--- src/hw/rtl/preemptive_priority_task_queue_defines.svh ---
// ----------------------------------------------------------------------------
// Preemptive priority task queue assertion macros
// Concurrent assertion helpers clocked on clk_i and disabled while rst_ni is
// low. They expand to nothing when SYNTHESIS is defined.
// ----------------------------------------------------------------------------
`ifndef PREEMPTIVE_PRIORITY_TASK_QUEUE_DEFINES_SVH
`define PREEMPTIVE_PRIORITY_TASK_QUEUE_DEFINES_SVH

`ifndef SYNTHESIS
`define PTQ_ASSERT(lbl, prop) \
  lbl: assert property (@(posedge clk_i) disable iff (!rst_ni) (prop)) \
    else $error("task queue assertion failed");
`define PTQ_ASSERT_MSG(lbl, prop, msg) \
  lbl: assert property (@(posedge clk_i) disable iff (!rst_ni) (prop)) \
    else $error(msg);
`else
`define PTQ_ASSERT(lbl, prop)
`define PTQ_ASSERT_MSG(lbl, prop, msg)
`endif

`endif

--- src/hw/rtl/ptq_pkg.sv ---
// ----------------------------------------------------------------------------
// Preemptive priority task queue package
// Shared codes, entry type and sequencer states.
// ----------------------------------------------------------------------------
`default_nettype none

package ptq_pkg;

  localparam int unsigned PrioW  = 7;
  localparam int unsigned HidW   = 8;
  localparam int unsigned EventW = 3;
  localparam int unsigned CountW = 5;

  localparam logic [PrioW-1:0] IDLE_LEVEL = 7'd100;

  typedef enum logic [1:0] {
    ACT_ADD      = 2'd0,
    ACT_DISPATCH = 2'd1,
    ACT_FINISH   = 2'd2
  } action_e;

  typedef enum logic [EventW-1:0] {
    EV_QUEUED       = 3'd0,
    EV_DROPPED      = 3'd1,
    EV_START        = 3'd2,
    EV_NOTHING      = 3'd3,
    EV_RESUMED      = 3'd4,
    EV_EMPTY_FINISH = 3'd5
  } event_e;

  typedef enum logic [2:0] {
    ST_IDLE,
    ST_ADD_SCAN,
    ST_ADD_PUT,
    ST_DSP_CHK,
    ST_DSP_SHIFT,
    ST_FIN_POP,
    ST_EMIT
  } state_e;

  typedef struct packed {
    logic [PrioW-1:0] prio;
    logic [HidW-1:0]  hid;
  } entry_t;

endpackage

`default_nettype wire

--- src/hw/rtl/ptq_if.sv ---
// ----------------------------------------------------------------------------
// Preemptive priority task queue channels
// Valid/ready channels for task beats in and result beats out.
// ----------------------------------------------------------------------------
`default_nettype none

interface ptq_task_if;
  logic       valid;
  logic       ready;
  logic [1:0] action;
  logic [6:0] priority_req;
  logic [7:0] handler_id;

  modport source (output valid, output action, output priority_req,
                  output handler_id, input ready);
  modport sink   (input valid, input action, input priority_req,
                  input handler_id, output ready);
endinterface

interface ptq_result_if;
  logic       valid;
  logic       ready;
  logic [2:0] event_res;
  logic [7:0] start_handler;
  logic [6:0] running_level;
  logic [4:0] queued_count;

  modport source (output valid, output event_res, output start_handler,
                  output running_level, output queued_count, input ready);
  modport sink   (input valid, input event_res, input start_handler,
                  input running_level, input queued_count, output ready);
endinterface

`default_nettype wire

--- src/hw/rtl/preemptive_priority_task_queue.sv ---
// ----------------------------------------------------------------------------
// Preemptive priority task queue
// Deferred-task scheduler with a sorted wait queue and a nesting save stack.
// ----------------------------------------------------------------------------
// The block takes one task beat at a time and returns exactly one result beat
// for it. An add inserts the handler behind every waiting task of equal or
// more urgent priority (lower number is more urgent), a dispatch starts the
// queue head when it beats the running level and the save stack has room,
// saving that level, and a finish restores the last saved level, or the idle
// level 100 when none is saved. The wait queue lives in a single-port-write
// RAM and is kept sorted by moving one entry per cycle. Results sit in an
// output register, so the next task beat is taken as soon as the sequencer
// is idle, even while a result still waits to be taken.
// ----------------------------------------------------------------------------
`default_nettype none

`include "preemptive_priority_task_queue_defines.svh"

module preemptive_priority_task_queue #(
  parameter int unsigned QUEUE_DEPTH = 16,
  parameter int unsigned NEST_DEPTH  = 16
) (
  input  wire              clk_i,
  input  wire              rst_ni,
  ptq_task_if.sink         task_i,
  ptq_result_if.source     result_o
);

  // Counter widths hold the depth itself; address widths index the RAMs.
  localparam int unsigned QCW = $clog2(QUEUE_DEPTH + 1);
  localparam int unsigned QAW = $clog2(QUEUE_DEPTH);
  localparam int unsigned NCW = $clog2(NEST_DEPTH + 1);
  localparam int unsigned NAW = (NEST_DEPTH > 1) ? $clog2(NEST_DEPTH) : 1;

  localparam logic [QCW-1:0] QFULL = QCW'(QUEUE_DEPTH);
  localparam logic [NCW-1:0] NFULL = NCW'(NEST_DEPTH);
  localparam logic [QCW-1:0] QONE  = QCW'(1);
  localparam logic [NCW-1:0] NONE  = NCW'(1);

  // Sequencer and architectural state.
  ptq_pkg::state_e state_q, state_d;
  logic [QCW-1:0]  fill_q, fill_d;
  logic [NCW-1:0]  depth_q, depth_d;
  logic [ptq_pkg::PrioW-1:0] cur_q, cur_d;

  // Working registers for the item in flight.
  logic [QCW-1:0]            k_q, k_d;
  logic [ptq_pkg::PrioW-1:0] prio_q, prio_d;
  logic [ptq_pkg::HidW-1:0]  hid_q, hid_d;
  ptq_pkg::event_e           ev_q, ev_d;
  logic [ptq_pkg::HidW-1:0]  start_q, start_d;

  // Output register.
  logic                       ovalid_q, ovalid_d;
  ptq_pkg::event_e            oev_q, oev_d;
  logic [ptq_pkg::HidW-1:0]   ostart_q, ostart_d;
  logic [ptq_pkg::PrioW-1:0]  olevel_q, olevel_d;
  logic [ptq_pkg::CountW-1:0] ocount_q, ocount_d;

  // Wait queue RAM and save stack RAM, both with registered read data.
  ptq_pkg::entry_t q_mem [QUEUE_DEPTH];
  ptq_pkg::entry_t q_rd_q;
  logic            q_we, q_re;
  logic [QAW-1:0]  q_waddr, q_raddr;
  ptq_pkg::entry_t q_wdata;

  logic [ptq_pkg::PrioW-1:0] s_mem [NEST_DEPTH];
  logic [ptq_pkg::PrioW-1:0] s_rd_q;
  logic                      s_we, s_re;
  logic [NAW-1:0]            s_waddr, s_raddr;
  logic [ptq_pkg::PrioW-1:0] s_wdata;

  logic task_acc;
  logic out_free;
  logic [QCW-1:0] fill_m1, k_m1, k_m2, k_p1;
  logic [NCW-1:0] depth_m1;
  ptq_pkg::entry_t new_entry;

  assign task_i.ready = (state_q == ptq_pkg::ST_IDLE);
  assign task_acc     = task_i.valid && task_i.ready;
  assign out_free     = !ovalid_q || result_o.ready;

  assign fill_m1  = fill_q - QONE;
  assign k_m1     = k_q - QONE;
  assign k_m2     = k_q - QCW'(2);
  assign k_p1     = k_q + QONE;
  assign depth_m1 = depth_q - NONE;

  assign new_entry.prio = prio_q;
  assign new_entry.hid  = hid_q;

  // Next state.
  always_comb begin
    state_d = state_q;
    unique case (state_q)
      ptq_pkg::ST_IDLE: begin
        if (task_acc) begin
          case (task_i.action)
            ptq_pkg::ACT_ADD: begin
              if (fill_q == QFULL) begin
                state_d = ptq_pkg::ST_EMIT;
              end else if (fill_q == '0) begin
                state_d = ptq_pkg::ST_ADD_PUT;
              end else begin
                state_d = ptq_pkg::ST_ADD_SCAN;
              end
            end
            ptq_pkg::ACT_DISPATCH: begin
              state_d = (fill_q == '0) ? ptq_pkg::ST_EMIT : ptq_pkg::ST_DSP_CHK;
            end
            ptq_pkg::ACT_FINISH: begin
              state_d = (depth_q == '0) ? ptq_pkg::ST_EMIT : ptq_pkg::ST_FIN_POP;
            end
            default: begin
              state_d = ptq_pkg::ST_EMIT;
            end
          endcase
        end
      end
      ptq_pkg::ST_ADD_SCAN: begin
        if (q_rd_q.prio > prio_q) begin
          if (k_q == QONE) begin
            state_d = ptq_pkg::ST_ADD_PUT;
          end
        end else begin
          state_d = ptq_pkg::ST_EMIT;
        end
      end
      ptq_pkg::ST_ADD_PUT: begin
        state_d = ptq_pkg::ST_EMIT;
      end
      ptq_pkg::ST_DSP_CHK: begin
        if (q_rd_q.prio < cur_q && depth_q != NFULL && fill_q != QONE) begin
          state_d = ptq_pkg::ST_DSP_SHIFT;
        end else begin
          state_d = ptq_pkg::ST_EMIT;
        end
      end
      ptq_pkg::ST_DSP_SHIFT: begin
        if (k_q == fill_m1) begin
          state_d = ptq_pkg::ST_EMIT;
        end
      end
      ptq_pkg::ST_FIN_POP: begin
        state_d = ptq_pkg::ST_EMIT;
      end
      ptq_pkg::ST_EMIT: begin
        if (out_free) begin
          state_d = ptq_pkg::ST_IDLE;
        end
      end
      default: begin
        state_d = ptq_pkg::ST_IDLE;
      end
    endcase
  end

  // Datapath and RAM controls.
  always_comb begin
    fill_d   = fill_q;
    depth_d  = depth_q;
    cur_d    = cur_q;
    k_d      = k_q;
    prio_d   = prio_q;
    hid_d    = hid_q;
    ev_d     = ev_q;
    start_d  = start_q;
    ovalid_d = ovalid_q && !result_o.ready;
    oev_d    = oev_q;
    ostart_d = ostart_q;
    olevel_d = olevel_q;
    ocount_d = ocount_q;
    q_we     = 1'b0;
    q_waddr  = k_q[QAW-1:0];
    q_wdata  = new_entry;
    q_re     = 1'b0;
    q_raddr  = '0;
    s_we     = 1'b0;
    s_waddr  = depth_q[NAW-1:0];
    s_wdata  = cur_q;
    s_re     = 1'b0;
    s_raddr  = depth_m1[NAW-1:0];

    unique case (state_q)
      ptq_pkg::ST_IDLE: begin
        if (task_acc) begin
          prio_d  = task_i.priority_req;
          hid_d   = task_i.handler_id;
          start_d = '0;
          ev_d    = ptq_pkg::EV_NOTHING;
          case (task_i.action)
            ptq_pkg::ACT_ADD: begin
              k_d = fill_q;
              if (fill_q == QFULL) begin
                ev_d = ptq_pkg::EV_DROPPED;
              end else if (fill_q != '0) begin
                q_re    = 1'b1;
                q_raddr = fill_m1[QAW-1:0];
              end
            end
            ptq_pkg::ACT_DISPATCH: begin
              q_re    = (fill_q != '0);
              q_raddr = '0;
            end
            ptq_pkg::ACT_FINISH: begin
              if (depth_q == '0) begin
                cur_d = ptq_pkg::IDLE_LEVEL;
                ev_d  = ptq_pkg::EV_EMPTY_FINISH;
              end else begin
                s_re = 1'b1;
              end
            end
            default: begin
              ev_d = ptq_pkg::EV_NOTHING;
            end
          endcase
        end
      end
      ptq_pkg::ST_ADD_SCAN: begin
        // Read data holds entry k-1; move it up while it is less urgent.
        q_we    = 1'b1;
        q_waddr = k_q[QAW-1:0];
        if (q_rd_q.prio > prio_q) begin
          q_wdata = q_rd_q;
          k_d     = k_m1;
          q_re    = (k_q != QONE);
          q_raddr = k_m2[QAW-1:0];
        end else begin
          q_wdata = new_entry;
          fill_d  = fill_q + QONE;
          ev_d    = ptq_pkg::EV_QUEUED;
        end
      end
      ptq_pkg::ST_ADD_PUT: begin
        q_we    = 1'b1;
        q_waddr = k_q[QAW-1:0];
        q_wdata = new_entry;
        fill_d  = fill_q + QONE;
        ev_d    = ptq_pkg::EV_QUEUED;
      end
      ptq_pkg::ST_DSP_CHK: begin
        if (q_rd_q.prio < cur_q && depth_q != NFULL) begin
          s_we    = 1'b1;
          s_waddr = depth_q[NAW-1:0];
          s_wdata = cur_q;
          depth_d = depth_q + NONE;
          cur_d   = q_rd_q.prio;
          start_d = q_rd_q.hid;
          ev_d    = ptq_pkg::EV_START;
          k_d     = QONE;
          if (fill_q == QONE) begin
            fill_d = fill_m1;
          end else begin
            q_re    = 1'b1;
            q_raddr = QONE[QAW-1:0];
          end
        end
      end
      ptq_pkg::ST_DSP_SHIFT: begin
        // Read data holds entry k; it moves down one place.
        q_we    = 1'b1;
        q_waddr = k_m1[QAW-1:0];
        q_wdata = q_rd_q;
        if (k_q == fill_m1) begin
          fill_d = fill_m1;
        end else begin
          k_d     = k_p1;
          q_re    = 1'b1;
          q_raddr = k_p1[QAW-1:0];
        end
      end
      ptq_pkg::ST_FIN_POP: begin
        cur_d   = s_rd_q;
        depth_d = depth_m1;
        ev_d    = ptq_pkg::EV_RESUMED;
      end
      ptq_pkg::ST_EMIT: begin
        if (out_free) begin
          ovalid_d = 1'b1;
          oev_d    = ev_q;
          ostart_d = start_q;
          olevel_d = cur_q;
          ocount_d = ptq_pkg::CountW'(fill_q);
        end
      end
      default: begin
        ev_d = ptq_pkg::EV_NOTHING;
      end
    endcase
  end

  always_ff @(posedge clk_i or negedge rst_ni) begin
    if (!rst_ni) begin
      state_q  <= ptq_pkg::ST_IDLE;
      fill_q   <= '0;
      depth_q  <= '0;
      cur_q    <= ptq_pkg::IDLE_LEVEL;
      ovalid_q <= 1'b0;
    end else begin
      state_q  <= state_d;
      fill_q   <= fill_d;
      depth_q  <= depth_d;
      cur_q    <= cur_d;
      ovalid_q <= ovalid_d;
    end
  end

  always_ff @(posedge clk_i) begin
    k_q      <= k_d;
    prio_q   <= prio_d;
    hid_q    <= hid_d;
    ev_q     <= ev_d;
    start_q  <= start_d;
    oev_q    <= oev_d;
    ostart_q <= ostart_d;
    olevel_q <= olevel_d;
    ocount_q <= ocount_d;
  end

  always_ff @(posedge clk_i) begin
    if (q_we) begin
      q_mem[q_waddr] <= q_wdata;
    end
    if (q_re) begin
      q_rd_q <= q_mem[q_raddr];
    end
  end

  always_ff @(posedge clk_i) begin
    if (s_we) begin
      s_mem[s_waddr] <= s_wdata;
    end
    if (s_re) begin
      s_rd_q <= s_mem[s_raddr];
    end
  end

  assign result_o.valid         = ovalid_q;
  assign result_o.event_res     = oev_q;
  assign result_o.start_handler = ostart_q;
  assign result_o.running_level = olevel_q;
  assign result_o.queued_count  = ocount_q;

  // Checks on the queue bookkeeping and the sequencer.
  `PTQ_ASSERT(a_fill_bound, fill_q <= QFULL)
  `PTQ_ASSERT(a_depth_bound, depth_q <= NFULL)
  `PTQ_ASSERT_MSG(a_level_bound, cur_q <= ptq_pkg::IDLE_LEVEL, "running level above idle")
  `PTQ_ASSERT_MSG(a_full_drop, task_acc && task_i.action == ptq_pkg::ACT_ADD && fill_q == QFULL |=> state_q == ptq_pkg::ST_EMIT && ev_q == ptq_pkg::EV_DROPPED && fill_q == QFULL, "add on full queue not dropped")
  `PTQ_ASSERT(a_emit_loads, state_q == ptq_pkg::ST_EMIT && out_free |=> state_q == ptq_pkg::ST_IDLE && ovalid_q)

endmodule

`default_nettype wire

--- src/flat_wrapper.sv ---
// flat-port wrapper written by rule: the top's interface ports become plain ports
module preemptive_priority_task_queue_flat 
#(
  parameter int unsigned QUEUE_DEPTH = 16,
  parameter int unsigned NEST_DEPTH  = 16
)
  (clk_i, rst_ni, task_i_valid, task_i_action, task_i_priority_req, task_i_handler_id, task_i_ready, result_o_valid, result_o_event_res, result_o_start_handler, result_o_running_level, result_o_queued_count, result_o_ready);
  ptq_task_if task_i_i ();
  ptq_result_if result_o_i ();
  input  wire clk_i;
  input  wire rst_ni;
  input wire logic [$bits(task_i_i.valid)-1:0] task_i_valid;
  input wire logic [$bits(task_i_i.action)-1:0] task_i_action;
  input wire logic [$bits(task_i_i.priority_req)-1:0] task_i_priority_req;
  input wire logic [$bits(task_i_i.handler_id)-1:0] task_i_handler_id;
  output wire logic [$bits(task_i_i.ready)-1:0] task_i_ready;
  output wire logic [$bits(result_o_i.valid)-1:0] result_o_valid;
  output wire logic [$bits(result_o_i.event_res)-1:0] result_o_event_res;
  output wire logic [$bits(result_o_i.start_handler)-1:0] result_o_start_handler;
  output wire logic [$bits(result_o_i.running_level)-1:0] result_o_running_level;
  output wire logic [$bits(result_o_i.queued_count)-1:0] result_o_queued_count;
  input wire logic [$bits(result_o_i.ready)-1:0] result_o_ready;
  assign task_i_i.valid = task_i_valid;
  assign task_i_i.action = task_i_action;
  assign task_i_i.priority_req = task_i_priority_req;
  assign task_i_i.handler_id = task_i_handler_id;
  assign task_i_ready = task_i_i.ready;
  assign result_o_valid = result_o_i.valid;
  assign result_o_event_res = result_o_i.event_res;
  assign result_o_start_handler = result_o_i.start_handler;
  assign result_o_running_level = result_o_i.running_level;
  assign result_o_queued_count = result_o_i.queued_count;
  assign result_o_i.ready = result_o_ready;
  preemptive_priority_task_queue #(.QUEUE_DEPTH(QUEUE_DEPTH), .NEST_DEPTH(NEST_DEPTH)) u_core (.clk_i(clk_i), .rst_ni(rst_ni), .task_i(task_i_i), .result_o(result_o_i));
endmodule
--- config.mk ---
export PLATFORM = sky130hd
export DESIGN_NAME = preemptive_priority_task_queue_flat
export DESIGN_NICKNAME = d
export VERILOG_FILES = /design/src/hw/rtl/ptq_pkg.sv /design/src/hw/rtl/ptq_if.sv /design/src/hw/rtl/preemptive_priority_task_queue.sv /design/src/flat_wrapper.sv
export VERILOG_INCLUDE_DIRS = /design/src /design/src/hw/rtl
export SDC_FILE = /design/constraint.sdc
export NUM_CORES = 1
export LEC_CHECK = 0
export ABC_CLOCK_PERIOD_IN_PS = 8300
export BUFFER_PORTS_ARGS = -buffer_cell sky130_fd_sc_hd__buf_2
export CORE_MARGIN = 1
export CORE_UTILIZATION = 52
export CTS_CLUSTER_DIAMETER = 50
export DETAILED_ROUTE_END_ITERATION = 6
export GPL_TIMING_DRIVEN = 0
export HOLD_SLACK_MARGIN = 0.15
export PLACE_DENSITY = 0.65
export SYNTH_ARGS = -nofsm -noshare
export SYNTH_HDL_FRONTEND = slang
export SYNTH_SLANG_ARGS = --single-unit
--- constraint.sdc ---
create_clock -name clk_i -period 8.3 [get_ports clk_i]
set_clock_uncertainty 0.15 [all_clocks]
set_input_delay 0.83 -clock clk_i [delete_from_list [all_inputs] [get_ports clk_i]]
set_output_delay 0.83 -clock clk_i [all_outputs]
set_load 0.01 [all_outputs]
==> impl_metrics.py <==
metrics = {
    "finish": {
        "syn_to_final_growth_pct": 12.4,
        "diodes": 0,
        "n_fill_cell": 2706,
        "layout-drive-gt1-share_pct": 17.6,
        "final_common_cell": "edfxtp_1",
        "nets": 1327,
        "finalInstanceArea_sq_um": 21200,
        "final_cell_mix": "edfxtp_1 (428), mux2i_1 (93), nand2_1 (85)",
        "fin_cells": 1771,
    },
    "power": {
        "seq_power_share_pct": 38.2,
        "p_sw_share_pct": 37.3,
        "switching_power_mw": 3.43,
        "power_density_nw_per_um2": 433,
        "pwr-share-clk_pct": 21.5,
        "vdd_drop_max_uv": 276,
        "leakage_nw": 7.61,
        "total_power_mw": 9.19,
        "internal_power_mw": 5.77,
        "pwr-share-comb_pct": 40.2,
    },
    "outcome": {
        "outcome": "finished, violations left",
        "failed_checks": "design-rule violations",
    },
    "logic_synthesis": {
        "yosys.area.top_type": "edfxtp_1",
        "yosys-top-cells-area": "edfxtp_1 (68%), mux2i_1 (4.9%), mux4_2 (4.2%)",
        "synth_edf_count": 428,
        "syn_avg_cell_area_sq_um": 16.1,
        "async_flop_share_pct": 4.68,
        "synth_fp_nets": 1225,
        "synth.top_cell.area_share_pct": 68.0,
        "syn_inst": 1175,
        "yosys_warnings": 0,
        "ys_seq_area_share_pct": 70.8,
        "ys.flop_type": "edfxtp_1",
        "syn_area_sq_um": 18900,
        "yosysUniqueCellTypes": 66,
        "synth-seq-cells": 449,
    },
    "clock_tree": {
        "h-tree-depth": 2,
        "root_buffer": "clkbuf_16",
        "cts.path.max_buffers": 3,
        "clkSinkCount": 449,
        "cts_setup_buffers": 0,
        "cts_resized": 0,
        "cts_buffers": 46,
        "clock_latency_ns": 0.57,
        "clk_pin_slew_worst_paths_ns": 0.06,
        "cts_tree": "yes",
        "hold_buffers": 1,
    },
    "worst_setup_path": {
        "worst_setup_path_start_kind": "register",
        "critPathMaxStageDelay_ns": 0.58,
        "arrival_ns": 4.42,
        "critical_path_class": "reg -> reg",
        "crit_required_ns": 8.44,
        "critPathMostFrequentCell": "buf_2",
        "crit_family": "buffers and inverters",
        "crit_fanout": 10,
        "critPathSlowestCell": "buf_1",
        "path_buf_inv": 6,
        "path_cells": "clkbuf_1 -> buf_1 -> inv_1 -> ha_1 -> nand3_1 -> o211ai_1 -> a211oi_1 -> buf_2 -> a211oi_2 -> buf_6 -> buf_2 -> a21oi_1 -> o22ai_1",
        "cp-end-kind": "register",
    },
    "placement": {
        "post-dp-hpwl_um": 29000,
        "portBuffers": 44,
        "dp.cells": 1686,
        "gp_congestion": 0.905,
        "placed_area_sq_um": 19800,
    },
    "global_routing": {
        "grt_max_degree": 24,
        "grt_use_total_pct": 24.1,
        "antenna_found_initial": 0,
        "grt_first_pass_wirelength_um": 64200,
        "first_global_vias": 10300,
        "overflow": 0,
    },
    "timing": {
        "fmax_mhz": 234,
        "slew_headroom_pct": 9.98,
        "rsz0062_at_grt": "no",
        "hold_ws_ns": 0.268,
        "tns_ns": 0,
        "setup-violations-final": 0,
        "maxSlewViolCount": 0,
        "fin_crit_ns": 4.27,
        "finalHoldViolCount": 0,
        "worstMarginPinSlew_ns": 1.35,
        "period_share_pct": 51.5,
    },
    "worst_hold_path": {
        "hp-class": "reg -> reg",
    },
    "detailed_routing": {
        "drt_iter0_drc": 781,
        "wl_per_cell_um": 24.3,
        "drc": 12,
        "routed-via-count": 10500,
        "drt_wl_total_um": 43000,
        "drt_first_pass_iters": 7,
        "antenna_left": 0,
        "via_per_inst": 5.90,
    },
    "die": {
        "fp.dieArea_sq_um": 37100,
        "die_x_um": 193,
        "die_height_um": 193,
        "core_sq_um": 35700,
        "initial_core_util_pct": 53.0,
        "io_pins": 46,
        "rows": 69,
    },
    "run": {
        "cap_viol_max_count": 0,
    },
}
-- stage by stage --
stage / utilization, % / worst slack, ns
floorplan: - / 5.00
global placement: 55.2 / 3.18
detailed placement: 55.4 / 3.97
CTS: 59.4 / 3.94
global route: 59.6 / 3.53
finish: 59.6 / 4.03
-- Yosys cell counts (9+ instances only) --
cell type and instances:
o21ai_0 25, nand3_1 50, mux2i_1 93, nand2_1 85, xnor2_1 19, a22oi_1 9
buf_2 12, nand2b_1 12, edfxtp_1 428, buf_4 10, nor2_1 53, nor3_1 12
mux2_2 21, a221o_1 17, mux4_2 35, dfrtp_1 18, ha_1 29, clkbuf_1 28
o22ai_1 33, a21oi_1 35, inv_1 27, and3_1 10, mux2_1 22
-- power by group through the flow --
stage / Sequential (mW) / Combinational, mW / Clock (mW)
final: 3.52 / 3.70 / 1.98
after global routing: 3.56 / 3.95 / 2.10
after CTS: 3.52 / 3.67 / 2.01
after detailed placement: 3.57 / 3.66 / 0
after global placement: 3.56 / 3.56 / 0
after floorplan: 3.49 / 2.43 / 0
-- worst register-to-register path, stage by stage (launching register included) --
cell and delay, ns:
dfrtp_1 0.38, clkbuf_1 0.31, buf_1 0.58, inv_1 0.21, ha_1 0.30, nand3_1 0.12
o211ai_1 0.13, a211oi_1 0.34, buf_2 0.31, a211oi_2 0.21, buf_6 0.21, buf_2 0.20
a21oi_1 0.38, o22ai_1 0.20
-- state kept, by name, summed over array words and instances (netlist names) --
signal	flops
u_core.cur_q	7
u_core.depth_q	5
u_core.ev_q	3
u_core.fill_q	5
u_core.hid_q	8
u_core.k_q	5
u_core.prio_q	7
u_core.q_mem	240
u_core.q_rd_q	15
u_core.result_o.event_res	3
u_core.result_o.queued_count	5
u_core.result_o.running_level	7
u_core.result_o.start_handler	8
u_core.result_o.valid	1
u_core.s_mem	112
u_core.s_rd_q	7
u_core.start_q	8
u_core.state_q	3
-- layer usage --
| layer | up-vias | track usage [%] | routed length (um) |
|---|---|---|---|
| li1 | 4771 | - | - |
| met1 | 5302 | 33.1 | 18400 |
| met2 | 319 | 38.2 | 20700 |
| met3 | 65 | 4.75 | 2640 |
| met4 | 0 | 8.69 | 1370 |
| met5 | - | 0 | 0 |
-- worst paths after layout --
check / slack, ns / cells past startpoint / start / endpoint
setup / recovery: 4.03 / 13 / u_core.depth_q[0]$_DFFE_PN0P_ / u_core.q_rd_q[6]$_DFFE_PP_
hold / removal: 0.27 / 0 / u_core.start_q[3]$_SDFFCE_PN0P_ / u_core.result_o.start_handler[3]$_DFFE_PP_
setup reg to reg: 4.03 / 13 / u_core.depth_q[0]$_DFFE_PN0P_ / u_core.q_rd_q[6]$_DFFE_PP_
hold reg to reg: 0.27 / 0 / u_core.start_q[3]$_SDFFCE_PN0P_ / u_core.result_o.start_handler[3]$_DFFE_PP_
max in group asynchronous: 7.01 / 2 / rst_ni / u_core.cur_q[5]$_DFFE_PN1P_
min in group asynchronous: 0.61 / 2 / rst_ni / u_core.depth_q[3]$_DFFE_PN0P_
-- final cells by class --
cell class / instances / area, sq um / area share (%)
inverter: 28 / 105 / 0.495
clock inverter: 24 / 201 / 0.949
clock buffer: 57 / 1220 / 5.76
sequential: 449 / 13400 / 63.0
multi-input combinational: 633 / 5070 / 23.9
buffer: 65 / 358 / 1.69
timing repair buffer: 54 / 317 / 1.49
tap: 461 / 577 / 2.72
-- cell families after synthesis --
family	Yosys count	synth area share [%]
flops	449	70.8
mux	171	11.7
compound gates	155	5.61
buf+inv	93	2.45
xor+xnor	27	1.25
fa+ha+maj	29	1.92
simple gates	251	6.26
No activity file was read; power rests on OpenSTA's default activity.
